==> src/rtl/core/irc_pkg.sv <==
// ----------------------------------------------------------------------------
// irc_pkg
// Shared types, constants and register codes for the IR array centroid
// steering block.
// ----------------------------------------------------------------------------
package irc_pkg;

    localparam int NUM_RECEIVERS   = 15;
    localparam int ZONE_SIZE       = 5;
    localparam int COUNT_BITS      = 10;
    localparam int ANGLE_FRAC_BITS = 8;

    localparam int NUM_ZONES  = 3;
    localparam int ZONE_LEFT  = 0;
    localparam int ZONE_MID   = 1;
    localparam int ZONE_RIGHT = 2;

    localparam int IDX_W  = $clog2(NUM_RECEIVERS);
    localparam int POS_W  = $clog2(NUM_RECEIVERS + 1);
    localparam int ZPOS_W = (ZONE_SIZE > 1) ? $clog2(ZONE_SIZE) : 1;
    localparam int ZSEL_W = $clog2(NUM_ZONES + 1);
    localparam int ZONE_W = 3;

    localparam int SUM_W    = 14;
    localparam int WSUM_W   = 18;
    localparam int ANGLE_W  = 12;
    localparam int PWM_W    = 12;
    localparam int GAIN_W   = 10;
    localparam int MINSIG_W = 14;
    localparam int MID_W    = 3;

    localparam int PROD_W = COUNT_BITS + POS_W;
    localparam int SADD_W = ((SUM_W > COUNT_BITS) ? SUM_W : COUNT_BITS) + 1;
    localparam int WADD_W = ((WSUM_W > PROD_W) ? WSUM_W : PROD_W) + 1;
    localparam int NUM_W  = WSUM_W + ANGLE_FRAC_BITS;
    localparam int DCNT_W = $clog2(NUM_W + 1);

    localparam int ERR_W = ANGLE_W + 1;
    localparam int MUL_W = ERR_W + GAIN_W + 1;
    localparam int VAL_W = ((MUL_W > PWM_W + ANGLE_FRAC_BITS + 1) ?
                            MUL_W : PWM_W + ANGLE_FRAC_BITS + 1) + 2;

    localparam int CFG_IDX_W  = 4;
    localparam int CFG_DATA_W = 16;

    localparam logic [ZONE_W-1:0]  ZONE_MAX  = '1;
    localparam logic [SUM_W-1:0]   SUM_MAX   = '1;
    localparam logic [WSUM_W-1:0]  WSUM_MAX  = '1;
    localparam logic [ANGLE_W-1:0] ANGLE_MAX = '1;

    localparam logic signed [MUL_W-1:0] MUL_RND = MUL_W'(2 ** ANGLE_FRAC_BITS - 1);
    localparam logic signed [VAL_W-1:0] VAL_RND = VAL_W'(2 ** ANGLE_FRAC_BITS - 1);

    localparam logic [PWM_W-1:0]    PWM_CENTER_RST  = PWM_W'(1500);
    localparam logic [GAIN_W-1:0]   PROP_GAIN_RST   = GAIN_W'(200);
    localparam logic [GAIN_W-1:0]   DERIV_GAIN_RST  = GAIN_W'(40);
    localparam logic [PWM_W-1:0]    PWM_MIN_RST     = PWM_W'(900);
    localparam logic [PWM_W-1:0]    PWM_MAX_RST     = PWM_W'(2100);
    localparam logic [ANGLE_W-1:0]  ANGLE_CENTER_RST = ANGLE_W'(2048);
    localparam logic [MINSIG_W-1:0] MIN_SIGNAL_RST  = MINSIG_W'(2);
    localparam logic [MID_W-1:0]    STRAIGHT_MID_RST = MID_W'(3);
    localparam logic [ANGLE_W-1:0]  ANGLE_PREV_RST  = ANGLE_W'(2048);

    typedef enum logic [CFG_IDX_W-1:0] {
        REG_PWM_CENTER,
        REG_PROP_GAIN,
        REG_DERIV_GAIN,
        REG_PWM_MIN,
        REG_PWM_MAX,
        REG_ANGLE_CENTER,
        REG_MIN_SIGNAL,
        REG_STRAIGHT_MID
    } irc_cfg_reg_t;

    typedef enum logic [2:0] {
        ST_IDLE,
        ST_ACC,
        ST_CLASS,
        ST_DIV,
        ST_PMUL,
        ST_DMUL,
        ST_SUM,
        ST_EMIT
    } irc_state_t;

    typedef struct packed {
        logic              start;
        logic [NUM_W-1:0]  num;
        logic [SUM_W-1:0]  den;
    } div_req_t;

    typedef struct packed {
        logic              done;
        logic [NUM_W-1:0]  quot;
    } div_rsp_t;

endpackage

==> src/rtl/core/irc_in_if.sv <==
// ----------------------------------------------------------------------------
// irc_in_if
// Receiver item channel: one hit flag and pulse count per item.
// ----------------------------------------------------------------------------
interface irc_in_if;
    import irc_pkg::*;

    logic                  valid;
    logic                  ready;
    logic                  hit;
    logic [COUNT_BITS-1:0] pulse_count;

    modport source (output valid, output hit, output pulse_count, input ready);
    modport sink (input valid, input hit, input pulse_count, output ready);
endinterface

==> src/rtl/core/irc_out_if.sv <==
// ----------------------------------------------------------------------------
// irc_out_if
// Steering result channel: one item per completed frame.
// ----------------------------------------------------------------------------
interface irc_out_if;
    import irc_pkg::*;

    logic               valid;
    logic               ready;
    logic [PWM_W-1:0]   pwm_value;
    logic [ANGLE_W-1:0] angle_q8;
    logic               straight;
    logic               signal_lost;

    modport source (output valid, output pwm_value, output angle_q8, output straight,
                    output signal_lost, input ready);
    modport sink (input valid, input pwm_value, input angle_q8, input straight,
                  input signal_lost, output ready);
endinterface

==> src/rtl/core/irc_cfg_if.sv <==
// ----------------------------------------------------------------------------
// irc_cfg_if
// Configuration write channel: register index and write data.
// ----------------------------------------------------------------------------
interface irc_cfg_if;
    import irc_pkg::*;

    logic                  valid;
    logic                  ready;
    logic [CFG_IDX_W-1:0]  index;
    logic [CFG_DATA_W-1:0] data;

    modport source (output valid, output index, output data, input ready);
    modport sink (input valid, input index, input data, output ready);
endinterface

==> src/rtl/core/irc_div.sv <==
// ----------------------------------------------------------------------------
// irc_div
// Restoring divider, one quotient bit per cycle, for the centroid angle.
// ----------------------------------------------------------------------------
module irc_div (
    input  logic              clk,
    input  logic              rst_n,
    input  irc_pkg::div_req_t req,
    output irc_pkg::div_rsp_t rsp
);
    import irc_pkg::*;

    logic              busy_reg;
    logic              done_reg;
    logic [DCNT_W-1:0] step_reg;
    logic [SUM_W-1:0]  rem_reg;
    logic [NUM_W-1:0]  quo_reg;
    logic [SUM_W-1:0]  den_reg;

    logic [SUM_W:0]    shifted;
    logic [SUM_W:0]    diff;
    logic              fits;

    assign shifted = {rem_reg, quo_reg[NUM_W-1]};
    assign fits    = shifted >= {1'b0, den_reg};
    assign diff    = shifted - {1'b0, den_reg};

    always_ff @(posedge clk or negedge rst_n)
    begin
        if (!rst_n)
        begin
            busy_reg <= 1'b0;
            done_reg <= 1'b0;
            step_reg <= '0;
        end
        else
        begin
            done_reg <= 1'b0;
            if (!busy_reg && req.start)
            begin
                busy_reg <= 1'b1;
                step_reg <= DCNT_W'(NUM_W);
            end
            else if (busy_reg)
            begin
                step_reg <= step_reg - DCNT_W'(1);
                if (step_reg == DCNT_W'(1))
                begin
                    busy_reg <= 1'b0;
                    done_reg <= 1'b1;
                end
            end
        end
    end

    always_ff @(posedge clk)
    begin
        if (!busy_reg && req.start)
        begin
            rem_reg <= '0;
            quo_reg <= req.num;
            den_reg <= req.den;
        end
        else if (busy_reg)
        begin
            rem_reg <= fits ? diff[SUM_W-1:0] : shifted[SUM_W-1:0];
            quo_reg <= {quo_reg[NUM_W-2:0], fits};
        end
    end

    assign rsp.done = done_reg;
    assign rsp.quot = quo_reg;

endmodule

==> src/rtl/core/ir_array_centroid_steering_top.sv <==
// ----------------------------------------------------------------------------
// ir_array_centroid_steering_top
// Receiver array steering: strongest hit run centroid and a clamped
// proportional-derivative servo pulse, one result item per frame.
//
//   Channel | Direction | Item contents
//   din     | in        | hit, pulse_count (one receiver)
//   dout    | out       | pwm_value, angle_q8, straight, signal_lost
//   cfg     | in        | index, data (always ready)
//
// Each receiver item is accepted, then multiplied and accumulated.
// The last item of a frame then passes through classification, the
// restoring divider (26 quotient bits and a done flag) when a centroid is
// needed, and the shared multiplier, summing and clamping steps.
// The output register holds a result while the next frame streams in; a
// new result waits in the last step until the previous one is taken.
// Reset loads the default register values and clears the frame state.
// ----------------------------------------------------------------------------
module ir_array_centroid_steering_top (
    input  logic       clk,
    input  logic       rst_n,
    irc_in_if.sink     din,
    irc_out_if.source  dout,
    irc_cfg_if.sink    cfg
);
    import irc_pkg::*;

    irc_state_t state_reg;
    irc_state_t state_next;

    logic [PWM_W-1:0]    pwm_center_reg;
    logic [GAIN_W-1:0]   prop_gain_reg;
    logic [GAIN_W-1:0]   deriv_gain_reg;
    logic [PWM_W-1:0]    pwm_min_reg;
    logic [PWM_W-1:0]    pwm_max_reg;
    logic [ANGLE_W-1:0]  center_reg;
    logic [MINSIG_W-1:0] min_sig_reg;
    logic [MID_W-1:0]    mid_count_reg;

    logic                  hit_item_reg;
    logic [COUNT_BITS-1:0] cnt_item_reg;

    logic [IDX_W-1:0]   idx_reg;
    logic [ZPOS_W-1:0]  zone_pos_reg;
    logic [ZSEL_W-1:0]  zone_sel_reg;
    logic [ZONE_W-1:0]  zone_hits_reg [NUM_ZONES];
    logic [SUM_W-1:0]   run_sum_reg;
    logic [WSUM_W-1:0]  run_w_reg;
    logic [SUM_W-1:0]   best_sum_reg;
    logic [WSUM_W-1:0]  best_w_reg;
    logic [ANGLE_W-1:0] angle_prev_reg;

    logic [ANGLE_W-1:0]       angle_reg;
    logic                     straight_reg;
    logic                     lost_reg;
    logic signed [MUL_W-1:0]  prod_reg;
    logic signed [MUL_W-1:0]  p_reg;
    logic signed [VAL_W-1:0]  v_reg;

    logic               out_valid_reg;
    logic [PWM_W-1:0]   out_pwm_reg;
    logic [ANGLE_W-1:0] out_angle_reg;
    logic               out_straight_reg;
    logic               out_lost_reg;

    logic in_ready_c;
    logic mul_deriv_c;
    logic div_start_c;

    logic              last_item;
    logic              emit_go;
    logic [POS_W-1:0]  pos_c;
    logic [PROD_W-1:0] acc_prod;
    logic [SADD_W-1:0] rs_sum;
    logic [WADD_W-1:0] rw_sum;
    logic [SUM_W-1:0]  rs_new;
    logic [WSUM_W-1:0] rw_new;

    logic lost_c;
    logic straight_c;
    logic weak_c;
    logic need_div;

    logic [ANGLE_W-1:0] quot_sat;

    logic signed [ERR_W-1:0]  err_c;
    logic signed [ERR_W-1:0]  dang_c;
    logic signed [ERR_W-1:0]  mul_a;
    logic [GAIN_W-1:0]        mul_b;
    logic signed [MUL_W-1:0]  mul_p;
    logic signed [MUL_W-1:0]  p_adj;
    logic signed [MUL_W-1:0]  p_c;
    logic signed [VAL_W-1:0]  base_c;
    logic signed [VAL_W-1:0]  val_c;
    logic signed [VAL_W-1:0]  val_adj;
    logic signed [VAL_W-1:0]  v_c;
    logic signed [VAL_W-1:0]  max_s;
    logic signed [VAL_W-1:0]  min_s;
    logic [PWM_W-1:0]         pwm_c;

    div_req_t div_req;
    div_rsp_t div_rsp;

    irc_div u_div (
        .clk   (clk),
        .rst_n (rst_n),
        .req   (div_req),
        .rsp   (div_rsp)
    );

    assign cfg.ready = 1'b1;

    always_ff @(posedge clk or negedge rst_n)
    begin
        if (!rst_n)
        begin
            pwm_center_reg <= PWM_CENTER_RST;
            prop_gain_reg  <= PROP_GAIN_RST;
            deriv_gain_reg <= DERIV_GAIN_RST;
            pwm_min_reg    <= PWM_MIN_RST;
            pwm_max_reg    <= PWM_MAX_RST;
            center_reg     <= ANGLE_CENTER_RST;
            min_sig_reg    <= MIN_SIGNAL_RST;
            mid_count_reg  <= STRAIGHT_MID_RST;
        end
        else if (cfg.valid)
        begin
            case (cfg.index)
                REG_PWM_CENTER:   pwm_center_reg <= cfg.data[PWM_W-1:0];
                REG_PROP_GAIN:    prop_gain_reg  <= cfg.data[GAIN_W-1:0];
                REG_DERIV_GAIN:   deriv_gain_reg <= cfg.data[GAIN_W-1:0];
                REG_PWM_MIN:      pwm_min_reg    <= cfg.data[PWM_W-1:0];
                REG_PWM_MAX:      pwm_max_reg    <= cfg.data[PWM_W-1:0];
                REG_ANGLE_CENTER: center_reg     <= cfg.data[ANGLE_W-1:0];
                REG_MIN_SIGNAL:   min_sig_reg    <= cfg.data[MINSIG_W-1:0];
                REG_STRAIGHT_MID: mid_count_reg  <= cfg.data[MID_W-1:0];
                default:
                begin
                end
            endcase
        end
    end

    assign last_item = idx_reg == IDX_W'(NUM_RECEIVERS - 1);
    assign emit_go   = !out_valid_reg || dout.ready;

    always_comb
    begin
        state_next = state_reg;
        case (state_reg)
            ST_IDLE:
            begin
                if (din.valid)
                begin
                    state_next = ST_ACC;
                end
            end
            ST_ACC:   state_next = last_item ? ST_CLASS : ST_IDLE;
            ST_CLASS: state_next = need_div ? ST_DIV : ST_PMUL;
            ST_DIV:
            begin
                if (div_rsp.done)
                begin
                    state_next = ST_PMUL;
                end
            end
            ST_PMUL:  state_next = ST_DMUL;
            ST_DMUL:  state_next = ST_SUM;
            ST_SUM:   state_next = ST_EMIT;
            ST_EMIT:
            begin
                if (emit_go)
                begin
                    state_next = ST_IDLE;
                end
            end
            default:  state_next = ST_IDLE;
        endcase
    end

    always_comb
    begin
        in_ready_c  = 1'b0;
        mul_deriv_c = 1'b0;
        div_start_c = 1'b0;
        case (state_reg)
            ST_IDLE:  in_ready_c  = 1'b1;
            ST_CLASS: div_start_c = need_div;
            ST_DMUL:  mul_deriv_c = 1'b1;
            default:
            begin
            end
        endcase
    end

    always_ff @(posedge clk or negedge rst_n)
    begin
        if (!rst_n)
        begin
            state_reg <= ST_IDLE;
        end
        else
        begin
            state_reg <= state_next;
        end
    end

    assign din.ready = in_ready_c;

    always_ff @(posedge clk)
    begin
        if (din.valid && in_ready_c)
        begin
            hit_item_reg <= din.hit;
            cnt_item_reg <= din.pulse_count;
        end
    end

    assign pos_c    = POS_W'(idx_reg) + POS_W'(1);
    assign acc_prod = PROD_W'(cnt_item_reg) * PROD_W'(pos_c);
    assign rs_sum   = SADD_W'(run_sum_reg) + SADD_W'(cnt_item_reg);
    assign rw_sum   = WADD_W'(run_w_reg) + WADD_W'(acc_prod);
    assign rs_new   = (rs_sum > SADD_W'(SUM_MAX)) ? SUM_MAX : rs_sum[SUM_W-1:0];
    assign rw_new   = (rw_sum > WADD_W'(WSUM_MAX)) ? WSUM_MAX : rw_sum[WSUM_W-1:0];

    always_ff @(posedge clk or negedge rst_n)
    begin
        if (!rst_n)
        begin
            idx_reg        <= '0;
            zone_pos_reg   <= '0;
            zone_sel_reg   <= '0;
            run_sum_reg    <= '0;
            run_w_reg      <= '0;
            best_sum_reg   <= '0;
            best_w_reg     <= '0;
            angle_prev_reg <= ANGLE_PREV_RST;
            for (int z = 0; z < NUM_ZONES; z++)
            begin
                zone_hits_reg[z] <= '0;
            end
        end
        else if (state_reg == ST_ACC)
        begin
            if (hit_item_reg)
            begin
                run_sum_reg <= rs_new;
                run_w_reg   <= rw_new;
                if (rs_new > best_sum_reg)
                begin
                    best_sum_reg <= rs_new;
                    best_w_reg   <= rw_new;
                end
                for (int z = 0; z < NUM_ZONES; z++)
                begin
                    if (zone_sel_reg == ZSEL_W'(z) && zone_hits_reg[z] != ZONE_MAX)
                    begin
                        zone_hits_reg[z] <= zone_hits_reg[z] + ZONE_W'(1);
                    end
                end
            end
            else
            begin
                run_sum_reg <= '0;
                run_w_reg   <= '0;
            end
            if (!last_item)
            begin
                idx_reg <= idx_reg + IDX_W'(1);
                if (zone_pos_reg == ZPOS_W'(ZONE_SIZE - 1))
                begin
                    zone_pos_reg <= '0;
                    if (zone_sel_reg != ZSEL_W'(NUM_ZONES))
                    begin
                        zone_sel_reg <= zone_sel_reg + ZSEL_W'(1);
                    end
                end
                else
                begin
                    zone_pos_reg <= zone_pos_reg + ZPOS_W'(1);
                end
            end
        end
        else if (state_reg == ST_EMIT && emit_go)
        begin
            idx_reg        <= '0;
            zone_pos_reg   <= '0;
            zone_sel_reg   <= '0;
            run_sum_reg    <= '0;
            run_w_reg      <= '0;
            best_sum_reg   <= '0;
            best_w_reg     <= '0;
            angle_prev_reg <= angle_reg;
            for (int z = 0; z < NUM_ZONES; z++)
            begin
                zone_hits_reg[z] <= '0;
            end
        end
    end

    assign lost_c = zone_hits_reg[ZONE_LEFT] <= ZONE_W'(1) &&
                    zone_hits_reg[ZONE_MID] == '0 &&
                    zone_hits_reg[ZONE_RIGHT] <= ZONE_W'(1);
    assign straight_c = int'(zone_hits_reg[ZONE_LEFT]) >= ZONE_SIZE &&
                        zone_hits_reg[ZONE_MID] == mid_count_reg &&
                        int'(zone_hits_reg[ZONE_RIGHT]) >= ZONE_SIZE;
    assign weak_c   = best_sum_reg == '0 || best_sum_reg < min_sig_reg;
    assign need_div = !lost_c && !straight_c && !weak_c;

    assign div_req.start = div_start_c;
    assign div_req.num   = {best_w_reg, {ANGLE_FRAC_BITS{1'b0}}};
    assign div_req.den   = best_sum_reg;

    assign quot_sat = (|div_rsp.quot[NUM_W-1:ANGLE_W]) ? ANGLE_MAX
                                                        : div_rsp.quot[ANGLE_W-1:0];

    assign err_c  = $signed({1'b0, angle_reg}) - $signed({1'b0, center_reg});
    assign dang_c = $signed({1'b0, angle_reg}) - $signed({1'b0, angle_prev_reg});
    assign mul_a  = mul_deriv_c ? dang_c : err_c;
    assign mul_b  = mul_deriv_c ? deriv_gain_reg : prop_gain_reg;
    assign mul_p  = MUL_W'(mul_a) * MUL_W'($signed({1'b0, mul_b}));

    assign p_adj = prod_reg + (prod_reg[MUL_W-1] ? MUL_RND : '0);
    assign p_c   = p_adj >>> ANGLE_FRAC_BITS;

    assign base_c  = VAL_W'($signed({1'b0, pwm_center_reg})) - VAL_W'(p_reg);
    assign val_c   = (base_c <<< ANGLE_FRAC_BITS) + VAL_W'(prod_reg);
    assign val_adj = val_c + (val_c[VAL_W-1] ? VAL_RND : '0);
    assign v_c     = val_adj >>> ANGLE_FRAC_BITS;

    assign max_s = VAL_W'($signed({1'b0, pwm_max_reg}));
    assign min_s = VAL_W'($signed({1'b0, pwm_min_reg}));
    assign pwm_c = (v_reg >= max_s) ? pwm_max_reg :
                   (v_reg <= min_s) ? pwm_min_reg : v_reg[PWM_W-1:0];

    always_ff @(posedge clk)
    begin
        case (state_reg)
            ST_CLASS:
            begin
                lost_reg     <= lost_c;
                straight_reg <= !lost_c && straight_c;
                angle_reg    <= lost_c ? angle_prev_reg : center_reg;
            end
            ST_DIV:
            begin
                if (div_rsp.done)
                begin
                    angle_reg <= quot_sat;
                end
            end
            ST_PMUL:
            begin
                prod_reg <= mul_p;
            end
            ST_DMUL:
            begin
                p_reg    <= p_c;
                prod_reg <= mul_p;
            end
            ST_SUM:
            begin
                v_reg <= v_c;
            end
            default:
            begin
            end
        endcase
    end

    always_ff @(posedge clk or negedge rst_n)
    begin
        if (!rst_n)
        begin
            out_valid_reg <= 1'b0;
        end
        else if (state_reg == ST_EMIT && emit_go)
        begin
            out_valid_reg <= 1'b1;
        end
        else if (dout.ready)
        begin
            out_valid_reg <= 1'b0;
        end
    end

    always_ff @(posedge clk)
    begin
        if (state_reg == ST_EMIT && emit_go)
        begin
            out_pwm_reg      <= pwm_c;
            out_angle_reg    <= angle_reg;
            out_straight_reg <= straight_reg;
            out_lost_reg     <= lost_reg;
        end
    end

    assign dout.valid       = out_valid_reg;
    assign dout.pwm_value   = out_pwm_reg;
    assign dout.angle_q8    = out_angle_reg;
    assign dout.straight    = out_straight_reg;
    assign dout.signal_lost = out_lost_reg;

endmodule

==> src/flat_wrapper.sv <==
// flat-port wrapper written by rule: the top's interface ports become plain ports
module ir_array_centroid_steering_top_flat import irc_pkg::*;
  (clk, rst_n, din_valid, din_hit, din_pulse_count, din_ready, dout_valid, dout_pwm_value, dout_angle_q8, dout_straight, dout_signal_lost, dout_ready, cfg_valid, cfg_index, cfg_data, cfg_ready);
  irc_in_if din_i ();
  irc_out_if dout_i ();
  irc_cfg_if cfg_i ();
  input  logic clk;
  input  logic rst_n;
  input wire logic [$bits(din_i.valid)-1:0] din_valid;
  input wire logic [$bits(din_i.hit)-1:0] din_hit;
  input wire logic [$bits(din_i.pulse_count)-1:0] din_pulse_count;
  output wire logic [$bits(din_i.ready)-1:0] din_ready;
  output wire logic [$bits(dout_i.valid)-1:0] dout_valid;
  output wire logic [$bits(dout_i.pwm_value)-1:0] dout_pwm_value;
  output wire logic [$bits(dout_i.angle_q8)-1:0] dout_angle_q8;
  output wire logic [$bits(dout_i.straight)-1:0] dout_straight;
  output wire logic [$bits(dout_i.signal_lost)-1:0] dout_signal_lost;
  input wire logic [$bits(dout_i.ready)-1:0] dout_ready;
  input wire logic [$bits(cfg_i.valid)-1:0] cfg_valid;
  input wire logic [$bits(cfg_i.index)-1:0] cfg_index;
  input wire logic [$bits(cfg_i.data)-1:0] cfg_data;
  output wire logic [$bits(cfg_i.ready)-1:0] cfg_ready;
  assign din_i.valid = din_valid;
  assign din_i.hit = din_hit;
  assign din_i.pulse_count = din_pulse_count;
  assign din_ready = din_i.ready;
  assign dout_valid = dout_i.valid;
  assign dout_pwm_value = dout_i.pwm_value;
  assign dout_angle_q8 = dout_i.angle_q8;
  assign dout_straight = dout_i.straight;
  assign dout_signal_lost = dout_i.signal_lost;
  assign dout_i.ready = dout_ready;
  assign cfg_i.valid = cfg_valid;
  assign cfg_i.index = cfg_index;
  assign cfg_i.data = cfg_data;
  assign cfg_ready = cfg_i.ready;
  ir_array_centroid_steering_top u_core (.clk(clk), .rst_n(rst_n), .din(din_i), .dout(dout_i), .cfg(cfg_i));
endmodule
==> config.mk <==
export PLATFORM = sky130hd
export DESIGN_NAME = ir_array_centroid_steering_top_flat
export DESIGN_NICKNAME = d
export VERILOG_FILES = /design/src/rtl/core/irc_pkg.sv /design/src/rtl/core/irc_in_if.sv /design/src/rtl/core/irc_out_if.sv /design/src/rtl/core/irc_cfg_if.sv /design/src/rtl/core/irc_div.sv /design/src/rtl/core/ir_array_centroid_steering_top.sv /design/src/flat_wrapper.sv
export SDC_FILE = /design/constraint.sdc
export NUM_CORES = 1
export LEC_CHECK = 0
export BUFFER_PORTS_ARGS = -buffer_cell sky130_fd_sc_hd__buf_2
export CORE_MARGIN = 3
export CORE_UTILIZATION = 55
export DETAILED_ROUTE_END_ITERATION = 8
export PLACE_DENSITY = 0.8
export SETUP_SLACK_MARGIN = 0.15
export SLEW_MARGIN = 20
export SYNTH_ARGS = -nofsm -noshare
export SYNTH_HDL_FRONTEND = slang
export SYNTH_HIERARCHICAL = 1
export SYNTH_SLANG_ARGS = --single-unit
==> constraint.sdc <==
create_clock -name clk -period 10.3 [get_ports clk]
set_clock_uncertainty 0.1 [all_clocks]
set_input_delay 3.09 -clock clk [delete_from_list [all_inputs] [get_ports clk]]
set_output_delay 3.09 -clock clk [all_outputs]
set_load 0.05 [all_outputs]
After elaboration in Yosys (flattened, before gate mapping). Cells that the tools add are included.

Add/sub/neg operators: 16. Multipliers: 2. Order comparisons: 11. Equality and inequality tests: 35. Muxes and demuxes: 64. Bitwise operators: 1. Reduce and logical (&&, ||, !) cells: 48.

Operators with widths (count): 2-to-1 mux 18 bit (7); 2-to-1 mux 14 bit (8); 2-to-1 mux 12 bit (5); 2-to-1 mux 26 bit (2); 2-to-1 mux 3 bit (11); 2-to-1 mux 9 bit (3); adder 25 x 24 -> 26 bit (1); adder 26 x 8 -> 26 bit (1); subtractor 12 x 12 -> 13 bit (2); adder 24 x 8 -> 24 bit (1); multiplier 13 x 11 -> 24 bit (1); case mux 12 bit (2 select lines) (1); case mux 3 bit (8 select lines) (1); AND reduction 2 bit (11); != test 2 bit, second input constant (10); adder 18 x 14 -> 19 bit (1); greater-than comparator 19 x 18 -> 1 bit, second input constant (1); greater-or-equal comparator 18 x 13 -> 1 bit (1); less-or-equal comparator 18 x 13 -> 1 bit (1); subtractor 13 x 16 -> 17 bit (1); equality test 4 x 3 -> 1 bit, second input constant (4); 2-to-1 mux 8 bit (2); adder 14 x 10 -> 15 bit (1); equality test 3 bit, second input constant (5); 42 further kinds (95).

Register bits: 353. Input bits: 36. Output and inout bits: 29. Word-level logic and storage cells: 217.

Longest topological paths before layout.
Word-level depth: 9. Mapped depth: 38. Mapped depth without buffers: 36.

By module. Netlist, hierarchy kept.

By module, submodules not included: ir_array_centroid_steering_top (times used 1, cells each 2355, area an instance 23024.6 um2, sequential area each 7883.8 um2); irc_div (times used 1, cells each 266, area an instance 3194.3 um2, sequential area each 1656.6 um2).

Least setup slack after synthesis. Ideal clock, no wire load.

Path type: register to register. Start: reg u_core.state_reg[2]. End: reg u_core.prod_reg[23], data pin. Library setup time: 0.260 ns. Arrival: 9.643 ns. Required time: 9.940 ns. Slack: 0.297 ns. Stages on the path, launching flop included: 32. Path buffers: 3. Clock period less this slack: 10.003 ns. Cell sequence: dfrtp_1 -> clkbuf_1 -> nor2b_1 -> nand2_1 -> clkbuf_1 -> clkbuf_1 -> mux2i_1 -> fa_1 -> a21o_1 -> a21oi_2 -> o21ai_1 -> a21oi_1 -> o21bai_1 -> a211o_1 -> a2111oi_0 -> nor3_1 -> nor2b_1 -> fa_1 -> fa_1 -> fa_1 -> fa_1 -> inv_1 -> fa_1 -> inv_1 -> ha_1 -> a21o_1 -> a21oi_1 -> o21ai_0 -> a2111oi_0 -> o21bai_1 -> a21oi_1 -> xnor2_1.

Word-level cells in the longest chain between the ends: 4. Elaborated cells on any way between the ends: 5. Classes of those cells: 1 x mul; 1 x eq/ne; 3 x mux.

Ends and longest elaborated chain: from (decl) (RTL line ir_array_centroid_steering_top.sv:28) `irc_state_t state_reg;`; from (signal assigned) (RTL line ir_array_centroid_steering_top.sv:204) `state_reg <= state_next;`; equality test 3 bit * (RTL line ir_array_centroid_steering_top.sv:186) `case (state_reg)`; 2-to-1 mux 1 bit * (RTL line ir_array_centroid_steering_top.sv:186); 2-to-1 mux 13 bit or 2-to-1 mux 10 bit (tied branches) (RTL line ir_array_centroid_steering_top.sv:319, ir_array_centroid_steering_top.sv:320); multiplier 13 x 11 -> 24 bit * (RTL line ir_array_centroid_steering_top.sv:321) `assign mul_p = MUL_W'(mul_a) * MUL_W'($signed({1'b0, mul_b}));`; via u_core.mul_p[23] (RTL line ir_array_centroid_steering_top.sv:90) `logic signed [MUL_W-1:0] mul_p;`; to (signal assigned) (RTL line ir_array_centroid_steering_top.sv:354) `prod_reg <= mul_p;`; to (signal assigned) (RTL line ir_array_centroid_steering_top.sv:359) `prod_reg <= mul_p;`; to (decl) (RTL line ir_array_centroid_steering_top.sv:56) `logic signed [MUL_W-1:0] prod_reg;`.

Mark *: on every way through the listed nets, which the timed path passes. The rest lies on a longest branch. A chain may end at the register's enable or synchronous reset.

Worst setup path in the final report.
Start: reg u_core.state_reg[1]. End: reg u_core.prod_reg[23], data pin.

Same word-level chain as after synthesis.

==> flow_summary.toml <==
[synth]
post_synth.cell_area_avg_um2 = 10.0
yosysTopAreaCell = "edfxtp_1"
synth_top_area_frac = 0.171
synth.most_common_cell = "inv_1"
syn_area_mm2 = 0.0262
synthTopCellsByArea = "edfxtp_1 (17%), dfrtp_1 (16%), fa_1 (12%), ha_1 (11%), inv_1 (5.2%)"
synthDistinctLibCells = 92
ys_warn_count = 6
ys_ff_latch = 353
synth-edff-count = 149
synth_common_cells = "inv_1 (360), nand2_1 (267), ha_1 (229)"
synthCells = 2621
ys_async_sr_fraction = 0.538
ys.flop_type = "dfrtp_1"
ys_seq_area_frac = 0.364

[setup_path]
required_ns = 10.51
cp_top_family = "adder cells"
r2r_slack_ns = 0.95
slowest_delay_ns = 0.81
startpoint_type = "flip-flop"
r2r_cells = 32
cpMostUsedCell = "fa_1"
r2r-start = "u_core/state_reg[1]"
r2r_end = "u_core/prod_reg[23]"
cp_max_fo = 25
arrival_ns = 9.55
endpoint_kind = "flip-flop"
cp_num_buf_inv = 4
crit_slowest_cell = "xnor2_1"
worst-setup-path-type = "reg2reg"

[placed_design]
place_ws_ns = 0.626
hpwl_um = 44900
place_congestion = 0.908
place_inst = 3247
port-buffer-count = 61

[hold_path]
min-delay-start = "u_core/lost_reg"
hp-class = "reg2reg"
min_delay_path_depth = 0
worstHoldEndpoint = "u_core/dout.signal_lost"

[timing]
fmax_mhz = 107
slew_headroom = 0.301
drv_slew = 0
final_hold_viol_count = 0
period_share = 0.908
fin_setup_tns_ns = 0
finalCriticalPeriod_ns = 9.35
setup_ws_ns = 0.952
timing_worst_slew_pin_value_ns = 1.02
setup_violations = 0
rsz0062_at_grt = "no"
fin_hold_ws_ns = 0.334

[detailed_routing]
first_pass_iters = 7
drt-vias-per-instance = 5.77
wl_per_cell_um = 18.1
vias = 19200
drt_wl_total_um = 60200
drt-initial-drc-count = 1457
ant_nets = 0
drc = 0

[job]
maxCapViolCount = 0

[clocking]
htree_levels = 2
clk_pin_slew_ns = 0.06
cts_buffers = 39
cts_tree = "yes"
cts_max_path_buffers = 3
cts_root_buffer = "clkbuf_16"
cts_sinks = 353
clk_latency_ns = 0.57

[grt]
grt_pass1_vias = 19600
grt_max_degree = 82
antenna_found_initial = 1
overflow = 0
grt_first_pass_wirelength_um = 98600
gr-usage-all-layers = 0.241

[layout]
seqCellArea_mm2 = 0.00954
synthToLayoutAreaGrowth_pct = 9.15
largest_reg_flops = 26
multi_input_area_mm2 = 0.0151
fin_cells = 3319
fill_cells = 3743
layout-drive-gt1-share = 0.118
nets = 3099
n_antenna_cell = 0

[floorplanning]
die-area_mm2 = 0.0503
rows = 79
initial_core_util = 0.560
ios = 65
fp.dieH_um = 224
core_mm2 = 0.0469
die_w_um = 224

[status]
status = "finished, final reports clean"
[per-stage QoR]
stage / area, um^2 / util
floorplan: 26200 / -
global placement: 27200 / 0.581
detailed placement: 27200 / 0.581
CTS: 28600 / 0.610
global route: 28600 / 0.611
finish: 28600 / 0.611
[final cells by class]
cell class / count / area share
inverters: 361 / 0.0474
clock buffers: 48 / 0.0378
clock inverters: 24 / 0.0102
flip-flops and latches: 353 / 0.333
multi-input cells: 1841 / 0.528
well taps: 607 / 0.0265
repair buffers: 85 / 0.0173
[logic make-up after synthesis]
kind of cell               after synthesis  share of synthesized area
AOI/OAI and AO/OA                      417                      0.106
xor gates and xnor gates               128                     0.0428
adders and majority gates              382                      0.226
buffers and inverters                  434                     0.0637
DFF                                    353                      0.364
muxes                                  144                     0.0595
other                                    2                   0.000286
and+or+nand+nor                        761                      0.138
[worst max-delay path by stage]
stage | from | slack, ns | to | cells after the start
after global placement | u_core/state_reg[1] | 0.78 | u_core/prod_reg[23] | 32
after global routing | u_core/state_reg[1] | 0.28 | u_core/prod_reg[22] | 36
after CTS | u_core/state_reg[1] | 0.56 | u_core/prod_reg[22] | 36
final | u_core/state_reg[1] | 0.95 | u_core/prod_reg[23] | 32
after floorplan | u_core/state_reg[2] | 0.30 | u_core/prod_reg[23] | 31
after detailed placement | u_core/state_reg[1] | 0.63 | u_core/prod_reg[22] | 36
[metal layers]
| metal | track usage | part of all wire |
|---|---|---|
| met5 | 0 | 0.00015 |
| met4 | 0.0847 | 0.030 |
| met3 | 0.0365 | 0.058 |
| met2 | 0.402 | 0.47 |
| met1 | 0.325 | 0.44 |
[cell usage in the layout (no fill, tap or decap), types with 8 or more instances in the layout]
master,count
inv_1,359
nand2_1,266
ha_1,229
nor2_1,178
dfrtp_1,165
fa_1,153
edfxtp_1,149
o21ai_0,126
mux2_2,93
xnor2_1,87
a21oi_1,80
nand3_1,65
buf_2,60
nor2b_1,56
mux2i_1,49
nand2b_1,42
clkbuf_16,40
xor2_1,40
a21o_1,35
nor3_1,28
a31oi_1,27
dfstp_2,25
buf_4,24
o21a_1,22
and2_1,20
and3_1,18
nand4_1,15
dfxtp_1,14
or2_2,13
nor4_1,12
o22ai_1,12
nand3b_1,12
o211ai_1,10
a211oi_1,9
conb_1,9
a22o_1,8
[worst reg2reg max path: cells and delay by family, from the launching register on]
family | cells | cell delay (ns)
adders and majority gates | 7 | 3.02
AOI/OAI and AO/OA | 13 | 2.75
and+or+nand+nor | 5 | 0.92
xor gates and xnor gates | 2 | 0.90
DFF | 1 | 0.53
buffers and inverters | 4 | 0.51
muxes | 1 | 0.34
[timing repair]
action / in CTS / in global routing
endpoints found under the setup margin: 0 / 2
resized for setup: 0 / 3
hold buffers: 0 / 0
buffers inserted: 0 / 0
Power is left out: the tool's default activity adds up to more than one toggle a clock period on the data nets, which glitch-free logic cannot reach.
